`src/design/owbm_pkg.sv`:
```
// one-wire bus master package: request codes, sequencer phases, register indexes,
// register reset values and the transfer structs; no dependencies
package owbm_pkg;

  typedef enum logic [1:0] {
    REQ_TICK  = 2'd0,
    REQ_RESET = 2'd1,
    REQ_WRITE = 2'd2,
    REQ_READ  = 2'd3
  } req_e;

  typedef enum logic [2:0] {
    PH_IDLE     = 3'd0,
    PH_RST_LOW  = 3'd1,
    PH_RST_WAIT = 3'd2,
    PH_RST_TAIL = 3'd3,
    PH_SLOT_LOW = 3'd4,
    PH_SAMPLE   = 3'd5,
    PH_SLOT_REL = 3'd6,
    PH_GAP      = 3'd7
  } phase_e;

  localparam int unsigned CfgIdxW  = 3;
  localparam int unsigned CfgDataW = 10;
  localparam int unsigned CountW   = 10;

  localparam logic [CfgIdxW-1:0] CFG_RESET_LOW     = 3'd0;
  localparam logic [CfgIdxW-1:0] CFG_PRESENCE_WAIT = 3'd1;
  localparam logic [CfgIdxW-1:0] CFG_RESET_TAIL    = 3'd2;
  localparam logic [CfgIdxW-1:0] CFG_WRITE_ONE_LOW = 3'd3;
  localparam logic [CfgIdxW-1:0] CFG_SLOT          = 3'd4;
  localparam logic [CfgIdxW-1:0] CFG_READ_LOW      = 3'd5;

  localparam logic [9:0] RESET_LOW_RST     = 10'd480;
  localparam logic [9:0] PRESENCE_WAIT_RST = 10'd80;
  localparam logic [9:0] RESET_TAIL_RST    = 10'd400;
  localparam logic [7:0] WRITE_ONE_LOW_RST = 8'd1;
  localparam logic [7:0] SLOT_RST          = 8'd60;
  localparam logic [7:0] READ_LOW_RST      = 8'd2;

  localparam logic [CountW-1:0] COUNT_MAX = '1;
  localparam logic [2:0]        LAST_BIT  = 3'd7;

  typedef struct packed {
    logic [9:0] reset_low_us;
    logic [9:0] presence_wait_us;
    logic [9:0] reset_tail_us;
    logic [7:0] write_one_low_us;
    logic [7:0] slot_us;
    logic [7:0] read_low_us;
  } cfg_t;

  typedef struct packed {
    logic [1:0] req_type;
    logic [7:0] write_data;
    logic       line_level;
  } in_t;

  typedef struct packed {
    logic       drive_low;
    logic       busy_res;
    logic       done_res;
    logic       presence;
    logic [7:0] read_data;
    logic       refused;
  } out_t;

endpackage

```
`src/design/owbm_cfg.sv`:
```
// one-wire bus master timing registers, written through a plain write port
// depends on owbm_pkg
module owbm_cfg (
  input  logic                          clk_i,
  input  logic                          rst_ni,
  input  logic                          cfg_we_i,
  input  logic [owbm_pkg::CfgIdxW-1:0]  cfg_idx_i,
  input  logic [owbm_pkg::CfgDataW-1:0] cfg_wdata_i,
  output owbm_pkg::cfg_t                cfg_o
);

  owbm_pkg::cfg_t cfg_q;

  always_ff @(posedge clk_i or negedge rst_ni) begin
    if (!rst_ni) begin
      cfg_q.reset_low_us     <= owbm_pkg::RESET_LOW_RST;
      cfg_q.presence_wait_us <= owbm_pkg::PRESENCE_WAIT_RST;
      cfg_q.reset_tail_us    <= owbm_pkg::RESET_TAIL_RST;
      cfg_q.write_one_low_us <= owbm_pkg::WRITE_ONE_LOW_RST;
      cfg_q.slot_us          <= owbm_pkg::SLOT_RST;
      cfg_q.read_low_us      <= owbm_pkg::READ_LOW_RST;
    end else if (cfg_we_i) begin
      case (cfg_idx_i)
        owbm_pkg::CFG_RESET_LOW:     cfg_q.reset_low_us     <= cfg_wdata_i;
        owbm_pkg::CFG_PRESENCE_WAIT: cfg_q.presence_wait_us <= cfg_wdata_i;
        owbm_pkg::CFG_RESET_TAIL:    cfg_q.reset_tail_us    <= cfg_wdata_i;
        owbm_pkg::CFG_WRITE_ONE_LOW: cfg_q.write_one_low_us <= cfg_wdata_i[7:0];
        owbm_pkg::CFG_SLOT:          cfg_q.slot_us          <= cfg_wdata_i[7:0];
        owbm_pkg::CFG_READ_LOW:      cfg_q.read_low_us      <= cfg_wdata_i[7:0];
        default: ;
      endcase
    end
  end

  assign cfg_o = cfg_q;

endmodule

```
`src/design/owbm_seq.sv`:
```
// one-wire bus master sequencer: phase state machine, tick counter, bit shifter
// and the result of each transfer; depends on owbm_pkg
module owbm_seq (
  input  logic                  clk_i,
  input  logic                  rst_ni,
  input  owbm_pkg::cfg_t        cfg_i,
  input  logic                  accept_i,
  input  owbm_pkg::in_t         item_i,
  output owbm_pkg::out_t        res_o
);

  owbm_pkg::phase_e              phase_q, phase_d;
  logic [owbm_pkg::CountW-1:0]   tick_q, tick_d;
  logic [2:0]                    bit_q, bit_d;
  logic [7:0]                    shift_q, shift_d;
  logic                          presence_q, presence_d;
  logic                          drive_q, drive_d;
  logic                          op_read_q, op_read_d;
  logic [7:0]                    last_read_q, last_read_d;

  logic [owbm_pkg::CountW-1:0]   cnt;
  logic [7:0]                    slot_lim;
  logic                          finished;
  logic                          refused;
  logic                          end_bit;

  always_comb begin
    phase_d     = phase_q;
    tick_d      = tick_q;
    bit_d       = bit_q;
    shift_d     = shift_q;
    presence_d  = presence_q;
    drive_d     = drive_q;
    op_read_d   = op_read_q;
    last_read_d = last_read_q;
    finished    = 1'b0;
    refused     = 1'b0;
    end_bit     = 1'b0;
    cnt         = (tick_q == owbm_pkg::COUNT_MAX) ? tick_q : tick_q + 1'b1;
    if (op_read_q) begin
      slot_lim = cfg_i.read_low_us;
    end else if (shift_q[0]) begin
      slot_lim = cfg_i.write_one_low_us;
    end else begin
      slot_lim = cfg_i.slot_us;
    end

    if (item_i.req_type == owbm_pkg::REQ_TICK) begin
      if (phase_q != owbm_pkg::PH_IDLE) begin
        tick_d = cnt;
        case (phase_q)
          owbm_pkg::PH_RST_LOW: begin
            if (cnt >= cfg_i.reset_low_us) begin
              drive_d = 1'b0;
              phase_d = owbm_pkg::PH_RST_WAIT;
              tick_d  = '0;
            end
          end
          owbm_pkg::PH_RST_WAIT: begin
            if (cnt >= cfg_i.presence_wait_us) begin
              presence_d = !item_i.line_level;
              tick_d     = '0;
              if (cfg_i.reset_tail_us == '0) begin
                phase_d  = owbm_pkg::PH_IDLE;
                drive_d  = 1'b0;
                finished = 1'b1;
              end else begin
                phase_d = owbm_pkg::PH_RST_TAIL;
              end
            end
          end
          owbm_pkg::PH_RST_TAIL: begin
            if (cnt >= cfg_i.reset_tail_us) begin
              tick_d   = '0;
              phase_d  = owbm_pkg::PH_IDLE;
              drive_d  = 1'b0;
              finished = 1'b1;
            end
          end
          owbm_pkg::PH_SLOT_LOW: begin
            if (cnt >= {2'b00, slot_lim}) begin
              drive_d = 1'b0;
              tick_d  = '0;
              if (op_read_q) begin
                phase_d = owbm_pkg::PH_SAMPLE;
              end else if (shift_q[0]) begin
                phase_d = owbm_pkg::PH_SLOT_REL;
              end else begin
                end_bit = 1'b1;
              end
            end
          end
          owbm_pkg::PH_SAMPLE: begin
            shift_d = {item_i.line_level, shift_q[7:1]};
            tick_d  = '0;
            phase_d = owbm_pkg::PH_SLOT_REL;
          end
          owbm_pkg::PH_SLOT_REL: begin
            if (cnt >= {2'b00, cfg_i.slot_us}) begin
              tick_d  = '0;
              end_bit = 1'b1;
            end
          end
          owbm_pkg::PH_GAP: begin
            drive_d = 1'b1;
            tick_d  = '0;
            phase_d = owbm_pkg::PH_SLOT_LOW;
          end
          default: begin
            tick_d = '0;
          end
        endcase

        if (end_bit) begin
          if (!op_read_q) begin
            shift_d = {1'b0, shift_q[7:1]};
          end
          if (bit_q == owbm_pkg::LAST_BIT) begin
            if (op_read_q) begin
              last_read_d = shift_q;
            end
            bit_d    = '0;
            phase_d  = owbm_pkg::PH_IDLE;
            drive_d  = 1'b0;
            finished = 1'b1;
          end else begin
            bit_d   = bit_q + 1'b1;
            phase_d = owbm_pkg::PH_GAP;
          end
        end
      end
    end else if (phase_q != owbm_pkg::PH_IDLE) begin
      refused = 1'b1;
    end else begin
      drive_d = 1'b1;
      tick_d  = '0;
      bit_d   = '0;
      if (item_i.req_type == owbm_pkg::REQ_RESET) begin
        phase_d = owbm_pkg::PH_RST_LOW;
      end else begin
        op_read_d = (item_i.req_type == owbm_pkg::REQ_READ);
        shift_d   = op_read_d ? 8'h00 : item_i.write_data;
        phase_d   = owbm_pkg::PH_SLOT_LOW;
      end
    end

    res_o.drive_low = drive_d;
    res_o.busy_res  = (phase_d != owbm_pkg::PH_IDLE);
    res_o.done_res  = finished;
    res_o.presence  = presence_d;
    res_o.read_data = last_read_d;
    res_o.refused   = refused;
  end

  always_ff @(posedge clk_i or negedge rst_ni) begin
    if (!rst_ni) begin
      phase_q     <= owbm_pkg::PH_IDLE;
      tick_q      <= '0;
      bit_q       <= '0;
      shift_q     <= '0;
      presence_q  <= 1'b0;
      drive_q     <= 1'b0;
      op_read_q   <= 1'b0;
      last_read_q <= '0;
    end else if (accept_i) begin
      phase_q     <= phase_d;
      tick_q      <= tick_d;
      bit_q       <= bit_d;
      shift_q     <= shift_d;
      presence_q  <= presence_d;
      drive_q     <= drive_d;
      op_read_q   <= op_read_d;
      last_read_q <= last_read_d;
    end
  end

  // idle leaves the line released and the counters cleared
  a_idle_clean: assert property (@(posedge clk_i) disable iff (!rst_ni)
    phase_q == owbm_pkg::PH_IDLE |-> !drive_q && tick_q == '0 && bit_q == '0)
    else $error("idle with live sequencer state");

  // line is only pulled low during low phases
  a_drive_phase: assert property (@(posedge clk_i) disable iff (!rst_ni)
    drive_q |-> phase_q == owbm_pkg::PH_RST_LOW || phase_q == owbm_pkg::PH_SLOT_LOW)
    else $error("line driven low outside a low phase");

  // a completing transfer leaves the block idle
  a_done_idle: assert property (@(posedge clk_i) disable iff (!rst_ni)
    accept_i && res_o.done_res |=> phase_q == owbm_pkg::PH_IDLE)
    else $error("done without returning to idle");

  // a refused command leaves the running sequence untouched
  a_refused_hold: assert property (@(posedge clk_i) disable iff (!rst_ni)
    accept_i && res_o.refused |=> phase_q == $past(phase_q) && tick_q == $past(tick_q))
    else $error("refused command disturbed the sequence");

endmodule

```
`src/design/one_wire_bus_master_top.sv`:
```
// one-wire bus master top level: handshake, output register, timing registers
// and sequencer; depends on owbm_pkg, owbm_cfg, owbm_seq
//
// Each transfer taken gives exactly one result in the next cycle through a single
// output register; a new transfer is accepted while the previous result is being
// taken, so the rate is one item per cycle while out_ready_i is high, set by the
// sequencer state update between the input port and the output register. Tick
// items (req_type 0) advance a running bus reset, byte write or byte read by one
// microsecond; commands arriving while a sequence runs are refused. Timing
// registers are written through the plain write port and take effect at once.
module one_wire_bus_master_top (
  input  logic                          clk_i,
  input  logic                          rst_ni,
  input  logic                          in_valid_i,
  output logic                          in_ready_o,
  input  owbm_pkg::in_t                 in_data_i,
  output logic                          out_valid_o,
  input  logic                          out_ready_i,
  output owbm_pkg::out_t                out_data_o,
  input  logic                          cfg_we_i,
  input  logic [owbm_pkg::CfgIdxW-1:0]  cfg_idx_i,
  input  logic [owbm_pkg::CfgDataW-1:0] cfg_wdata_i
);

  owbm_pkg::cfg_t cfg;
  owbm_pkg::out_t res;
  owbm_pkg::out_t out_q;
  logic           out_valid_q;
  logic           accept;

  assign in_ready_o = !out_valid_q || out_ready_i;
  assign accept     = in_valid_i && in_ready_o;

  owbm_cfg u_cfg (
    .clk_i       (clk_i),
    .rst_ni      (rst_ni),
    .cfg_we_i    (cfg_we_i),
    .cfg_idx_i   (cfg_idx_i),
    .cfg_wdata_i (cfg_wdata_i),
    .cfg_o       (cfg)
  );

  owbm_seq u_seq (
    .clk_i    (clk_i),
    .rst_ni   (rst_ni),
    .cfg_i    (cfg),
    .accept_i (accept),
    .item_i   (in_data_i),
    .res_o    (res)
  );

  always_ff @(posedge clk_i or negedge rst_ni) begin
    if (!rst_ni) begin
      out_valid_q <= 1'b0;
    end else if (accept) begin
      out_valid_q <= 1'b1;
    end else if (out_ready_i) begin
      out_valid_q <= 1'b0;
    end
  end

  always_ff @(posedge clk_i) begin
    if (accept) begin
      out_q <= res;
    end
  end

  assign out_valid_o = out_valid_q;
  assign out_data_o  = out_q;

endmodule

```
`config.mk`:
```
export PLATFORM = sky130hd
export DESIGN_NAME = one_wire_bus_master_top
export DESIGN_NICKNAME = d
export VERILOG_FILES = /design/src/design/owbm_pkg.sv /design/src/design/owbm_cfg.sv /design/src/design/owbm_seq.sv /design/src/design/one_wire_bus_master_top.sv
export SDC_FILE = /design/constraint.sdc
export NUM_CORES = 1
export LEC_CHECK = 0
export BUFFER_PORTS_ARGS = -buffer_cell sky130_fd_sc_hd__buf_2
export CORE_MARGIN = 4
export CORE_UTILIZATION = 45
export CTS_BUF_LIST = sky130_fd_sc_hd__clkbuf_4
export DETAILED_ROUTE_END_ITERATION = 16
export GPL_TIMING_DRIVEN = 1
export PLACE_DENSITY_LB_ADDON = 0.2
export REMOVE_ABC_BUFFERS = 1
export SYNTH_ARGS = -nofsm -noshare
export SYNTH_HDL_FRONTEND = slang
export SYNTH_HIERARCHICAL = 1
export SYNTH_SLANG_ARGS = --single-unit
export TNS_END_PERCENT = 100
```
`constraint.sdc`:
```
create_clock -name clk_i -period 4.9 [get_ports clk_i]
set_input_delay 0.245 -clock clk_i [delete_from_list [all_inputs] [get_ports clk_i]]
set_output_delay 0.245 -clock clk_i [all_outputs]
set_load 0.01 [all_outputs]
```
# After elaboration in Yosys (flattened, before gate mapping)
# Index checks and enable logic that the tools add are counted.
[classes] addsub=2 n_lt_le_gt_ge=5 eq_ne=20 muxes=75 n_bitwise=3 n_reduce_logical=21
[ops] cell="2-to-1 mux 8 bit" count=15
[ops] cell="2-to-1 mux 10 bit" count=9
[ops] cell="2-to-1 mux 3 bit" count=17
[ops] cell="one-hot mux 10 bit (5 select lines)" count=1
[ops] cell="greater-or-equal comparator 10 bit" count=3
[ops] cell="2-to-1 mux 1 bit" count=28
[ops] cell="equality test 3 bit (second input constant)" count=7
[ops] cell="greater-or-equal comparator 10 x 8 -> 1 bit" count=2
[ops] cell="one-hot mux 3 bit (6 select lines)" count=1
[ops] cell="AND reduction 2 bit" count=7
[ops] cell="equality test 3 x 2 -> 1 bit (second input constant)" count=4
[ops] cell="AND reduction 4 bit" count=3
[ops] cell="adder 10 x 1 -> 10 bit (second input constant)" count=1
[ops] cell="equality test 10 bit (second input constant)" count=1
[ops] cell="zero test 10 bit" count=1
[ops] cell="equality test 3 x 1 -> 1 bit (second input constant)" count=2
[ops] cell="nonzero test 3 bit" count=2
[ops] cell="one-hot mux 1 bit (5 select lines)" count=1
[ops] cell="inequality test 2 x 1 -> 1 bit (second input constant)" count=2
[ops] cell="inequality test 2 bit (second input constant)" count=2
[ops] cell="one-hot mux 1 bit (2 select lines)" count=2
[ops] cell="adder 3 x 1 -> 3 bit (second input constant)" count=1
[ops] cell="zero test 3 bit" count=1
[ops] cell="inverter 1 bit" count=3
[ops] cell="9 further kinds" count=10
[word_totals] reg_bits=103 input_bits=29 out_inout_bits=15 wordCells=147

# Logic depth before layout (Yosys ltp)
# Gate-level depths: netlist of run 1.
[logic_depth] ltp_word=11 ltp_mapped=16

# By module
# Netlist of run 1, hierarchy kept.
[by_module_without_submodules] module="owbm_seq" instances=1 cells_per_inst=427 area_per_inst_um2=3651.0 seq_area_each_um2=875.8
[by_module_without_submodules] module="owbm_cfg" instances=1 cells_per_inst=118 area_per_inst_um2=2132.0 seq_area_each_um2=1370.1
[by_module_without_submodules] module="one_wire_bus_master_top" instances=1 cells_per_inst=17 area_per_inst_um2=444.2 seq_area_each_um2=415.4

# Least setup slack after synthesis of run 1
# OpenSTA, ideal clock, no wires.
[synth_path] kind="register to register" startpoint="register u_seq/tick_q[3] (netlist bit)" endpoint="register out_q, in the netlist out_data_o[11], data pin" arrival_time_ns=3.375 t_required_ns=4.630 slack_ns=1.255 stages_incl_launch_ff=16 path_buffers=1 cell_sequence="dfrtp_1 > and4_1 > nand2b_1 > nor2_1 > nor2_1 > nand3_1 > xnor2_1 > ha_1 > a211oi_1 > nor2_1 > a211oi_2 > nor2_1 > or3_1 > buf_2 > o41ai_4 > nand4_1"
[synth_lines] item="from (decl)" line_no="owbm_seq.sv:13" rtl="logic [owbm_pkg::CountW-1:0] tick_q, tick_d;"
[synth_lines] item="from (signal assigned)" line_no="owbm_seq.sv:167" rtl="tick_q <= tick_d;"
[synth_lines] item="to (signal assigned)" line_no="one_wire_bus_master_top.sv:64" rtl="out_q <= res;"
[synth_lines] item="to (decl)" line_no="one_wire_bus_master_top.sv:27" rtl="owbm_pkg::out_t out_q;"

==> results.cfg, run 1 <==
[sta]
period_utilization_post_route_pct = 87.1
worst_slew_margin_pct = 47.1
fin_ws_ns = 0.631
report.final.hold_viol_count = 0
slew_violations = 0
worst_slew_pin_slew_ns = 0.773
report.final.setup_viol = 0
layout_min_cycle_time_ns = 4.27
rsz0062_at_grt = false
clock_skew_ns = 0.0284
fin_setup_tns_ns = 0
fmax_mhz = 234

[worst_setup_path]
start_kind = flop
worstPathMaxFanout = 8
crit_type = flop to flop
timing.critical_path.slowest_cell_delay_ns = 0.59
crit_slowest_cell = a221oi_1
timing.critical_path.to_type = flop
crit_arrival_ns = 4.51
worstPathCellList = and4_1 > nand2b_1 > nor2_1 > nor2_1 > nand3_1 > xnor2_1 > buf_4 > ha_1 > a2111oi_0 > o21ai_0 > a221oi_1 > nand2b_1 > nor3_1 > o41ai_4 > nand4_1
worst_r2r_path_depth = 15
required_time_at_the_endpoint_of_the_critical_path_ns = 5.14

[clocking]
clk_pin_slew_ns = 0.17
cts.sink_count = 103
insertion_delay_ns = 0.49
cts_tree = done
cts_root_buf = clkbuf_4
postCtsResizedCells = 0
cts_post_setup_buffers_inserted = 0
cts_max_level = 3
hold_buffers = 5
ctsLongestPathBuffers = 2
total_clock_buffers_created_by_cts = 9

[floorplan]
die_w_um = 126
starting_utilization_of_the_core_area_pct = 46.5
placementRows = 42
ios = 44
die_h_um = 126
die_area_sq_um = 15800
core_region_area_sq_um = 13400

[detailed_routing]
detailedRoute.firstIterationViolations = 330
final_antenna_net_count = 0
viasPerCell = 5.70
routed_wire_length_per_instance_um = 18.3
drt_drc_violations_left = 0
vias = 4487
drt_pass1_iterations = 4
wirelength_um = 14400

[grt]
number_of_global_route_vias_before_repair = 4537
grt_antenna_before_repair = 0
grt_use_met3_pct = 4.45
grt_max_degree = 59
first_pass_grt_wire_length_um = 23700
gr-usage-met1_pct = 25.4
groute.layer.met2.usage_pct = 29.1
grt.busiest_layer = met2
grt_util_all_layers_pct = 18.7
globalRouteOverflowTotal = 0

[synthesis]
netlist-cell-type-count = 78
post_syn_area_sq_um = 6230
postSynthCellCount = 562
ys_ff_latch = 103
yosys.area.top_type = dfrtp_1
synth-edff-count = 13
async_flop_share_pct = 87.4
synthTopCellsByArea = dfrtp_1, mux2_2, ha_1
ys_dominant_reg_cell = dfrtp_1
synthesis.area_per_instance_sq_um = 11.1
post-synth-top-area-fraction_pct = 30.1
share_of_synthesized_area_occupied_by_flip_flops_and_latches_pct = 42.7
synthesis.yosys.warnings = 6

[finish]
share_of_layout_cells_above_drive_strength_1_pct = 29.5
nets = 685
n_antenna_cell = 0
syn_to_final_growth_pct = 9.02
finalNonFillerCells = 787

[worst_hold_path]
hold_class = primary input to flop
hold_path_depth = 3

[placement]
placement.setup.worst_slack_ns = 0.716
place.port_buffers = 43
gp_routability_congestion = 0.940
place.detailed.hpwl_um = 10800
place.detailed.instances = 766

[power]
peakVddDrop_uv = 181
powerDensity_nw_per_um2 = 357
cellLeakagePower_uw = 0.00306
report.power.total_uw = 2420

[run]
max_cap_violations = 0

[status]
outcome = finished clean
[path summary, 6_finish.rpt]
| check | startpoint | to | slack [ns] |
|---|---|---|---|
| worst max-delay path | u_seq/tick_q[3] | out_data_o[11] | 0.63 |
| worst min-delay path | in_data_i[5] | u_seq/shift_q[4] | 0.07 |
| worst max register to register | u_seq/tick_q[3] | out_data_o[11] | 0.63 |
| worst min register to register | u_seq/last_read_q[0] | u_seq/last_read_q[0] | 0.52 |
| max in group asynchronous | rst_ni | u_cfg/cfg_o[46] | 3.57 |
| min in group asynchronous | rst_ni | u_seq/tick_q[9] | 0.24 |
[metal layers]
metal  vias up  part of all wire [%]
met3        23                   4.4
met4         0                   1.9
met1      2202                    47
met5         -                     0
li1       2169                     -
met2        93                    47
[through the flow]
stage | instance area, sq um | hold slack (ns) | util [%]
global placement | 6600 | 0.228 | 49.2
global route | 6790 | 0.0261 | 50.7
CTS | 6790 | 0.0250 | 50.7
floorplan | 6090 | -0.0506 | -
finish | 6790 | 0.0719 | 50.7
detailed placement | 6600 | 0.227 | 49.2
[cell usage after synthesis (5+ instances only)]
| cell type | number |
|---|---|
| dfrtp_1 | 75 |
| mux2_2 | 64 |
| ha_1 | 50 |
| inv_1 | 45 |
| nor2_1 | 37 |
| nand2_1 | 24 |
| o21ai_0 | 24 |
| a21oi_1 | 20 |
| dfstp_2 | 15 |
| edfxtp_1 | 13 |
| nand3_1 | 12 |
| clkbuf_1 | 11 |
| mux2i_1 | 9 |
| a32o_1 | 8 |
| mux2_4 | 8 |
| nor3_1 | 8 |
| and2_1 | 7 |
| a221o_1 | 6 |
| buf_4 | 6 |
| o211ai_1 | 6 |
| a211oi_1 | 5 |
| nand2b_1 | 5 |
| o21a_1 | 5 |
| xnor2_1 | 5 |
[cell families after synthesis]
kind of cell | count (synthesis) | synth area share (%)
simple gates | 129 | 11.5
buf+inv | 71 | 5.04
xor+xnor | 6 | 0.844
fa+ha+maj | 50 | 10.0
compound gates | 122 | 14.9
flops | 103 | 42.7
mux | 81 | 14.9
[flip-flops by register name, summed over array words and instances, names as in the netlist]
register / count
u_seq/last_read_q: 8
u_seq/presence_q: 1
u_seq/phase_q: 3
u_cfg/cfg_o: 54
out_valid_o: 1
u_seq/drive_q: 1
u_seq/tick_q: 10
out_data_o: 13
u_seq/shift_q: 8
u_seq/op_read_q: 1
u_seq/bit_q: 3
[placed cells by master (no fill, tap or decap), types with 3 or more instances in the layout]
cell type      synthesis  layout
dlygate4sd3_1          0       5
o21a_1                 5       5
nand3_1               12      12
o211ai_1               6       6
clkbuf_4               0       9
inv_1                 45      45
nand4_1                4       4
edfxtp_1              13      13
a31o_2                 3       3
a211oi_1               5       5
a21oi_1               20      20
mux2_2                64      64
a32oi_1                4       4
nor3_1                 8       8
ha_1                  50      50
a2111oi_0              4       4
and4bb_1               3       3
xnor2_1                5       5
a31oi_1                3       3
buf_2                  2      42
o21ai_0               24      24
mux2i_1                9       9
a21oi_2                4       4
mux2_4                 8       8
a211oi_2               3       3
nor3b_1                4       4
dfstp_2               15      15
nand2_1               24      24
a32o_1                 8       8
nand2b_1               5       5
buf_4                  6      11
nor2b_1                3       3
and2_1                 7       7
dfrtp_1               75      75
or3_1                  3       3
nor2_1                37      37
a221o_1                6       6
[where the power goes]
part / switching, uW / internal, uW / total (uW)
logic: 410 / 360 / 770
clock network: 293 / 157 / 450
registers: 159 / 1040 / 1200
total: 862 / 1560 / 2420
[area by class of cell]
type | instances | area [sq um]
Clock buffer | 9 | 67.6
Clock inverter | 7 | 72.6
Fill cell | 1230 | 6610
Inverter | 46 | 173
Multi-Input combinational cell | 388 | 3250
Sequential cell | 103 | 2660
Tap cell | 176 | 220
Timing Repair Buffer | 58 | 343
[critical path, delay by kind of cell, from the launching register on]
| kind | cells | cell delay (ns) |
|---|---|---|
| fa+ha+maj | 1 | 0.25 |
| xor+xnor | 1 | 0.12 |
| simple gates | 8 | 1.46 |
| compound gates | 4 | 1.51 |
| buf+inv | 1 | 0.18 |
| flops | 1 | 0.49 |
Note: power is estimated with default switching activity, not from simulation.
==> run 2: changes to the inputs <==
Settings changed: CELL_PAD_IN_SITES_DETAIL_PLACEMENT set to 1, CELL_PAD_IN_SITES_GLOBAL_PLACEMENT set to 1.
==> run 2 against run 1 <==
Against the previous run:
- core utilization grew 0.22 points
- routed wire length grew 8.8%
- cell area grew 0.44%
- cell count grew 0.13%
- first-iteration DRC count shrank 15%
- hold slack lost 0.022 ns
- worst setup slack gained 0.0073 ns
- combinational power grew 2.7%
- global-route usage grew 2.2 points
- flip-flop and latch count is the same
- sequential power is essentially flat
- largest cell class unchanged
- highest routed layer unchanged
==> results.cfg, run 2 (synthesis gave the netlist of run 1 again) <==
[power]
fraction_of_power_spent_switching_nets_pct = 35.5
cellLeakagePower_uw = 0.00308
powerDensity_nw_per_um2 = 369
peakVddDrop_uv = 207
report.power.total_uw = 2520
cellInternalPower_uw = 1620
sw_power_uw = 893
power.share.clock_pct = 20.7
power.combinational.fraction_pct = 31.4
p_seq_share_pct = 47.8

[clocking]
cts_max_level = 3
cts.sink_count = 103
postCtsResizedCells = 0
total_clock_buffers_created_by_cts = 9
ctsLongestPathBuffers = 2
clk_pin_slew_ns = 0.17
insertion_delay_ns = 0.49
cts_root_buf = clkbuf_4
cts_tree = done

[worst_setup_path]
timing.critical_path.slowest_cell_delay_ns = 0.59
crit_type = flop to flop
required_time_at_the_endpoint_of_the_critical_path_ns = 5.15
rrSetupSlack_ns = 0.64
worstSetupEndpoint = out_data_o[11]
crit_slowest_cell = a221oi_1
worstPathMaxFanout = 8
timing.critical_path.to_type = flop
start_kind = flop
rr_endpoint = out_data_o[11]
worst_r2r_path_depth = 15
crit_start = u_seq/tick_q[3]
worstPathCellList = and4_1 > nand2b_1 > nor2_1 > nor2_1 > nand3_1 > xnor2_1 > buf_4 > ha_1 > a2111oi_0 > o21ai_0 > a221oi_1 > nand2b_1 > nor3_1 > o41ai_4 > nand4_1
worst_reg2reg_path_startpoint = u_seq/tick_q[3]
crit_arrival_ns = 4.51

[detailed_routing]
routed_wire_length_per_instance_um = 19.9
detailedRoute.firstIterationViolations = 281
viasPerCell = 5.77
drt_drc_violations_left = 0
wirelength_um = 15700
vias = 4548
drt_pass1_iterations = 4
final_antenna_net_count = 0

[floorplan]
die_w_um = 126
starting_utilization_of_the_core_area_pct = 46.5
core_region_area_sq_um = 13400
die_area_sq_um = 15800
ios = 44
placementRows = 42
die_h_um = 126

[sta]
clock_skew_ns = 0.0155
whs_ns = 0.0501
fin_setup_tns_ns = 0
worst_slew_pin_slew_ns = 0.813
report.final.hold_viol_count = 0
layout_min_cycle_time_ns = 4.26
rsz0062_at_grt = false
worst_slew_margin_pct = 44.4
slew_violations = 0
fmax_mhz = 235
period_utilization_post_route_pct = 87.0
report.final.setup_viol = 0
fin_ws_ns = 0.639

[finish]
largest_register_ffs = 54
syn_to_final_growth_pct = 9.50
nets = 685
final-seq-area_sq_um = 2660
share_of_layout_cells_above_drive_strength_1_pct = 29.6
most_frequent_standard_cell_in_the_layout_excluding_fill_and_tap_cells = dfrtp_1
final_cell_mix = dfrtp_1, mux2_2, ha_1
fillerInstances = 1485
multi_input_comb_area_sq_um = 3250

[grt]
number_of_global_route_vias_before_repair = 5014
grt_util_all_layers_pct = 20.9
grt_max_degree = 57
first_pass_grt_wire_length_um = 26500
grt_antenna_before_repair = 1
globalRouteOverflowTotal = 0

[placement]
gp_routability_congestion = 0.885
place.port_buffers = 43
placement.setup.worst_slack_ns = 0.666
place.detailed.hpwl_um = 11800

[status]
outcome = finished clean

[worst_hold_path]
hold_class = primary input to flop

[run]
max_cap_violations = 0
==> run 2: cell type report <==
type                    count  area share (%)
flip-flops and latches    103            39.0
clock inverters             6            1.36
inverters                  46            2.53
diodes                      1          0.0367
multi-input cells         388            47.7
well taps                 176            3.23
repair buffers             58            5.03
clock buffers              10            1.10
==> run 2: power by group through the flow <==
stage / Clock, uW / Combinational [uW] / Sequential (uW)
2_1_floorplan: 0 / 532 / 1180
3_5_place_dp: 0 / 783 / 1220
3_3_place_gp: 0 / 743 / 1210
6_report: 522 / 791 / 1200
4_1_cts: 544 / 794 / 1200
5_1_grt: 577 / 893 / 1230
==> run 2: metal layers <==
| metal | vias up | routed length [um] | GRT usage (%) |
|---|---|---|---|
| met5 | - | 0 | 0 |
| met4 | 0 | 308 | 6.38 |
| met3 | 17 | 518 | 4.83 |
| met2 | 62 | 7700 | 35.3 |
| met1 | 2301 | 7160 | 26.7 |
| li1 | 2168 | - | - |
==> run 2: worst min path at each step <==
stage / startpoint / to / slack [ns] / cells after the start
after global routing: in_data_i[4] / u_seq/shift_q[3] / 0.03 / 3
after detailed placement: rst_ni / u_seq/shift_q[2] / 0.25 / 1
after floorplan: rst_ni / out_valid_o / -0.05 / 0
after CTS: out_ready_i / out_valid_o / 0.0007 / 3
final: in_data_i[2] / u_seq/shift_q[1] / 0.05 / 3
after global placement: rst_ni / u_seq/last_read_q[2] / 0.24 / 1
==> run 2: critical path: cells and delay by family, from the launching register on <==
family	cells	cell delay, ns
AOI/OAI and AO/OA	4	1.44
adders and majority gates	1	0.26
and+or+nand+nor	8	1.52
buffers and inverters	1	0.18
xor gates and xnor gates	1	0.13
DFF	1	0.50
==> run 2: metrics by stage <==
step / utilization [%] / cells / area [sq um]
after floorplan: - / 537 / 6090
after global placement: 49.2 / 766 / 6600
after detailed placement: 49.2 / 766 / 6600
after CTS: 50.8 / 786 / 6810
after global routing: 50.9 / 788 / 6820
final: 50.9 / 788 / 6820
==> run 2: timing repair <==
action,CTS,global route
setup buffers,0,0
hold buffers,4,1
hold endpoints to repair,39,1
==> run 3: changes to the inputs <==
Settings changed: ABC_AREA set to 1, CORE_MARGIN 4 to unset.
==> run 3 against run 2 <==
Against the previous run:
- cell area grew 5.1%
- sequential power hardly changed
- synthesized cell count grew 56%
==> results.cfg, run 3 <==
[sta]
period_utilization_post_route_pct = 78.3
report.final.setup_viol = 0
worst_slew_pin_slew_ns = 0.932
clock_skew_ns = 0.0187
fin_setup_tns_ns = 0
worst_slew_margin_pct = 37.6
rsz0062_at_grt = false
report.final.hold_viol_count = 0
fmax_mhz = 261
fin_ws_ns = 1.06
layout_min_cycle_time_ns = 3.84
slew_violations = 0

[worst_hold_path]
worstHoldStart = in_data_i[5]
hold_end = u_seq/shift_q[4]
hold_path_depth = 3
hold_class = primary input to flop

[power]
p_seq_share_pct = 43.8
sw_power_uw = 1150
cellLeakagePower_uw = 0.00383
fraction_of_power_spent_switching_nets_pct = 42.4
power.combinational.fraction_pct = 39.2
peakVddDrop_uv = 191
powerDensity_nw_per_um2 = 377
power.share.clock_pct = 17.0
cellInternalPower_uw = 1560

[placement]
place.detailed.hpwl_um = 14100
place.detailed.instances = 1082
place.port_buffers = 43
placement.setup.worst_slack_ns = 1.12
gp_routability_congestion = 0.867

[run]
max_cap_violations = 0

[worst_setup_path]
required_time_at_the_endpoint_of_the_critical_path_ns = 5.17
timing.critical_path.to_type = flop
worst_reg2reg_path_startpoint = u_seq/tick_q[0]
worstPathMaxFanout = 14
worst_r2r_path_depth = 21
start_kind = flop
crit_arrival_ns = 4.11
crit_type = flop to flop
rr_endpoint = out_data_o[11]
rrSetupSlack_ns = 1.06

[synthesis]
post-synth-top-count-cell = nand2_1
synth-edff-count = 13
post-synth-top-area-fraction_pct = 28.4
netlist-cell-type-count = 42
ys_dominant_reg_cell = dfrtp_1
async_flop_share_pct = 87.4
ys_ff_latch = 103
synthTopCellsByArea = dfrtp_1, nand2_1, ha_1
synthesis.area_per_instance_sq_um = 7.55
synthesis.yosys.warnings = 6
postSynthCellCount = 876
netlist_top_cells_count = nand2_1, inv_1, dfrtp_1, nand3_1, ha_1
share_of_synthesized_area_occupied_by_flip_flops_and_latches_pct = 40.3
post_syn_area_sq_um = 6610
yosys.area.top_type = dfrtp_1

[grt]
grt_util_all_layers_pct = 26.8
grt_max_degree = 62
grt_antenna_before_repair = 1
number_of_global_route_vias_before_repair = 6039
first_pass_grt_wire_length_um = 30800
globalRouteOverflowTotal = 0

[detailed_routing]
wirelength_um = 18500
vias = 5848
drt_pass1_iterations = 5
routed_wire_length_per_instance_um = 16.7
final_antenna_net_count = 0
viasPerCell = 5.29
detailedRoute.firstIterationViolations = 361
drt_drc_violations_left = 0

[floorplan]
starting_utilization_of_the_core_area_pct = 46.9
placementRows = 43
die_w_um = 123
core_region_area_sq_um = 14100
ios = 44
die_h_um = 123
die_area_sq_um = 15200

[finish]
syn_to_final_growth_pct = 8.40
largest_register_ffs = 54
finalNonFillerCells = 1106
postLayoutCoreUtil_pct = 50.8
share_of_layout_cells_above_drive_strength_1_pct = 13.9
nets = 999
most_frequent_standard_cell_in_the_layout_excluding_fill_and_tap_cells = nand2_1
fillerInstances = 1835
final_cell_mix = nand2_1, inv_1, dfrtp_1

[clocking]
cts_tree = done
clk_pin_slew_ns = 0.17
ctsLongestPathBuffers = 2
cts.sink_count = 103
cts_root_buf = clkbuf_4
total_clock_buffers_created_by_cts = 9
cts_max_level = 3
insertion_delay_ns = 0.50

[status]
outcome = finished clean
run 3: changes by cell type after synthesis, moves of 10 or more:
cell / previous run / this run
o21ai_2: 0 / 10
inv_1: 45 / 117
nand2_1: 24 / 310
mux2_2: 64 / 0
nand2_2: 0 / 13
nand3_1: 12 / 72
run 3: logic make-up (layout without fill, tap and decap cells):
logic type | count (synthesis) | count (layout) | synth area share, %
and+or+nand+nor | 481 | 481 | 31.7
buffers and inverters | 144 | 193 | 9.05
muxes | 1 | 1 | 0.151
AOI/OAI and AO/OA | 91 | 91 | 8.57
other | 0 | 1 | 0
DFF | 103 | 103 | 40.3
adders and majority gates | 50 | 50 | 9.46
xor gates and xnor gates | 6 | 6 | 0.795
run 3: worst max-delay path: stages (launching register included):
cell	delay (ns)
dfrtp_1	0.43
ha_1	0.23
inv_1	0.11
nor2_4	0.06
nand3b_2	0.17
nand2_1	0.14
nor2_1	0.16
xor2_1	0.56
ha_1	0.37
a21o_1	0.18
nor2_1	0.10
nand2_1	0.06
a21boi_1	0.25
nand2_4	0.11
nand3_4	0.08
nand2_4	0.15
nand2_1	0.10
nand2_1	0.05
nand2_1	0.06
nand2_1	0.07
nor2_1	0.10
nand2_1	0.07
run 3: worst max-delay path by stage:
stage | end | start
final | out_data_o[11] | u_seq/tick_q[0]
after global routing | out_data_o[11] | u_seq/tick_q[0]
after detailed placement | out_data_o[11] | u_seq/tick_q[0]
after CTS | out_data_o[11] | u_seq/tick_q[0]
after floorplan | out_data_o[11] | u_seq/tick_q[0]
after global placement | out_data_o[11] | u_seq/tick_q[0]
run 3: per-layer routing:
metal / track usage, % / vias up / wire length [um]
li1: - / 2885 / -
met1: 37.6 / 2844 / 8870
met2: 42.8 / 100 / 8680
met3: 3.97 / 19 / 638
met4: 7.91 / 0 / 273
met5: 0 / - / 0
run 3: layout make-up:
| type | instances | area (sq um) | area share, % |
|---|---|---|---|
| Tap cell | 180 | 225 | 3.14 |
| Multi-Input combinational cell | 629 | 3360 | 46.8 |
| Antenna cell | 1 | 2.50 | 0.0349 |
| Timing Repair Buffer | 56 | 333 | 4.64 |
| Clock inverter | 6 | 60.1 | 0.838 |
| Sequential cell | 103 | 2660 | 37.1 |
| Clock buffer | 10 | 75.1 | 1.05 |
| Inverter | 121 | 454 | 6.34 |
run 3: per-stage QoR:
stage	total power (uW)	instance area (sq um)	hold WS, ns
floorplan	1890	6470	-0.0506
global placement	2180	6960	0.214
detailed placement	2240	6960	0.221
CTS	2710	7160	0.000202
global route	2930	7170	0.0145
finish	2700	7170	0.0271
run 3: what timing repair did:
action,4_1_cts,5_1_grt
setup endpoints to repair,0,0
resized for setup,0,0
hold buffers,7,0
buffers inserted,0,0
endpoints found under the hold margin,37,0
run 3: power by group through the flow:
stage / combinational (uW) / clock (uW) / sequential [uW]
3_5_place_dp: 1050 / 0 / 1200
6_report: 1060 / 459 / 1180
4_1_cts: 1060 / 472 / 1180
5_1_grt: 1210 / 505 / 1210
3_3_place_gp: 996 / 0 / 1190
2_1_floorplan: 733 / 0 / 1150
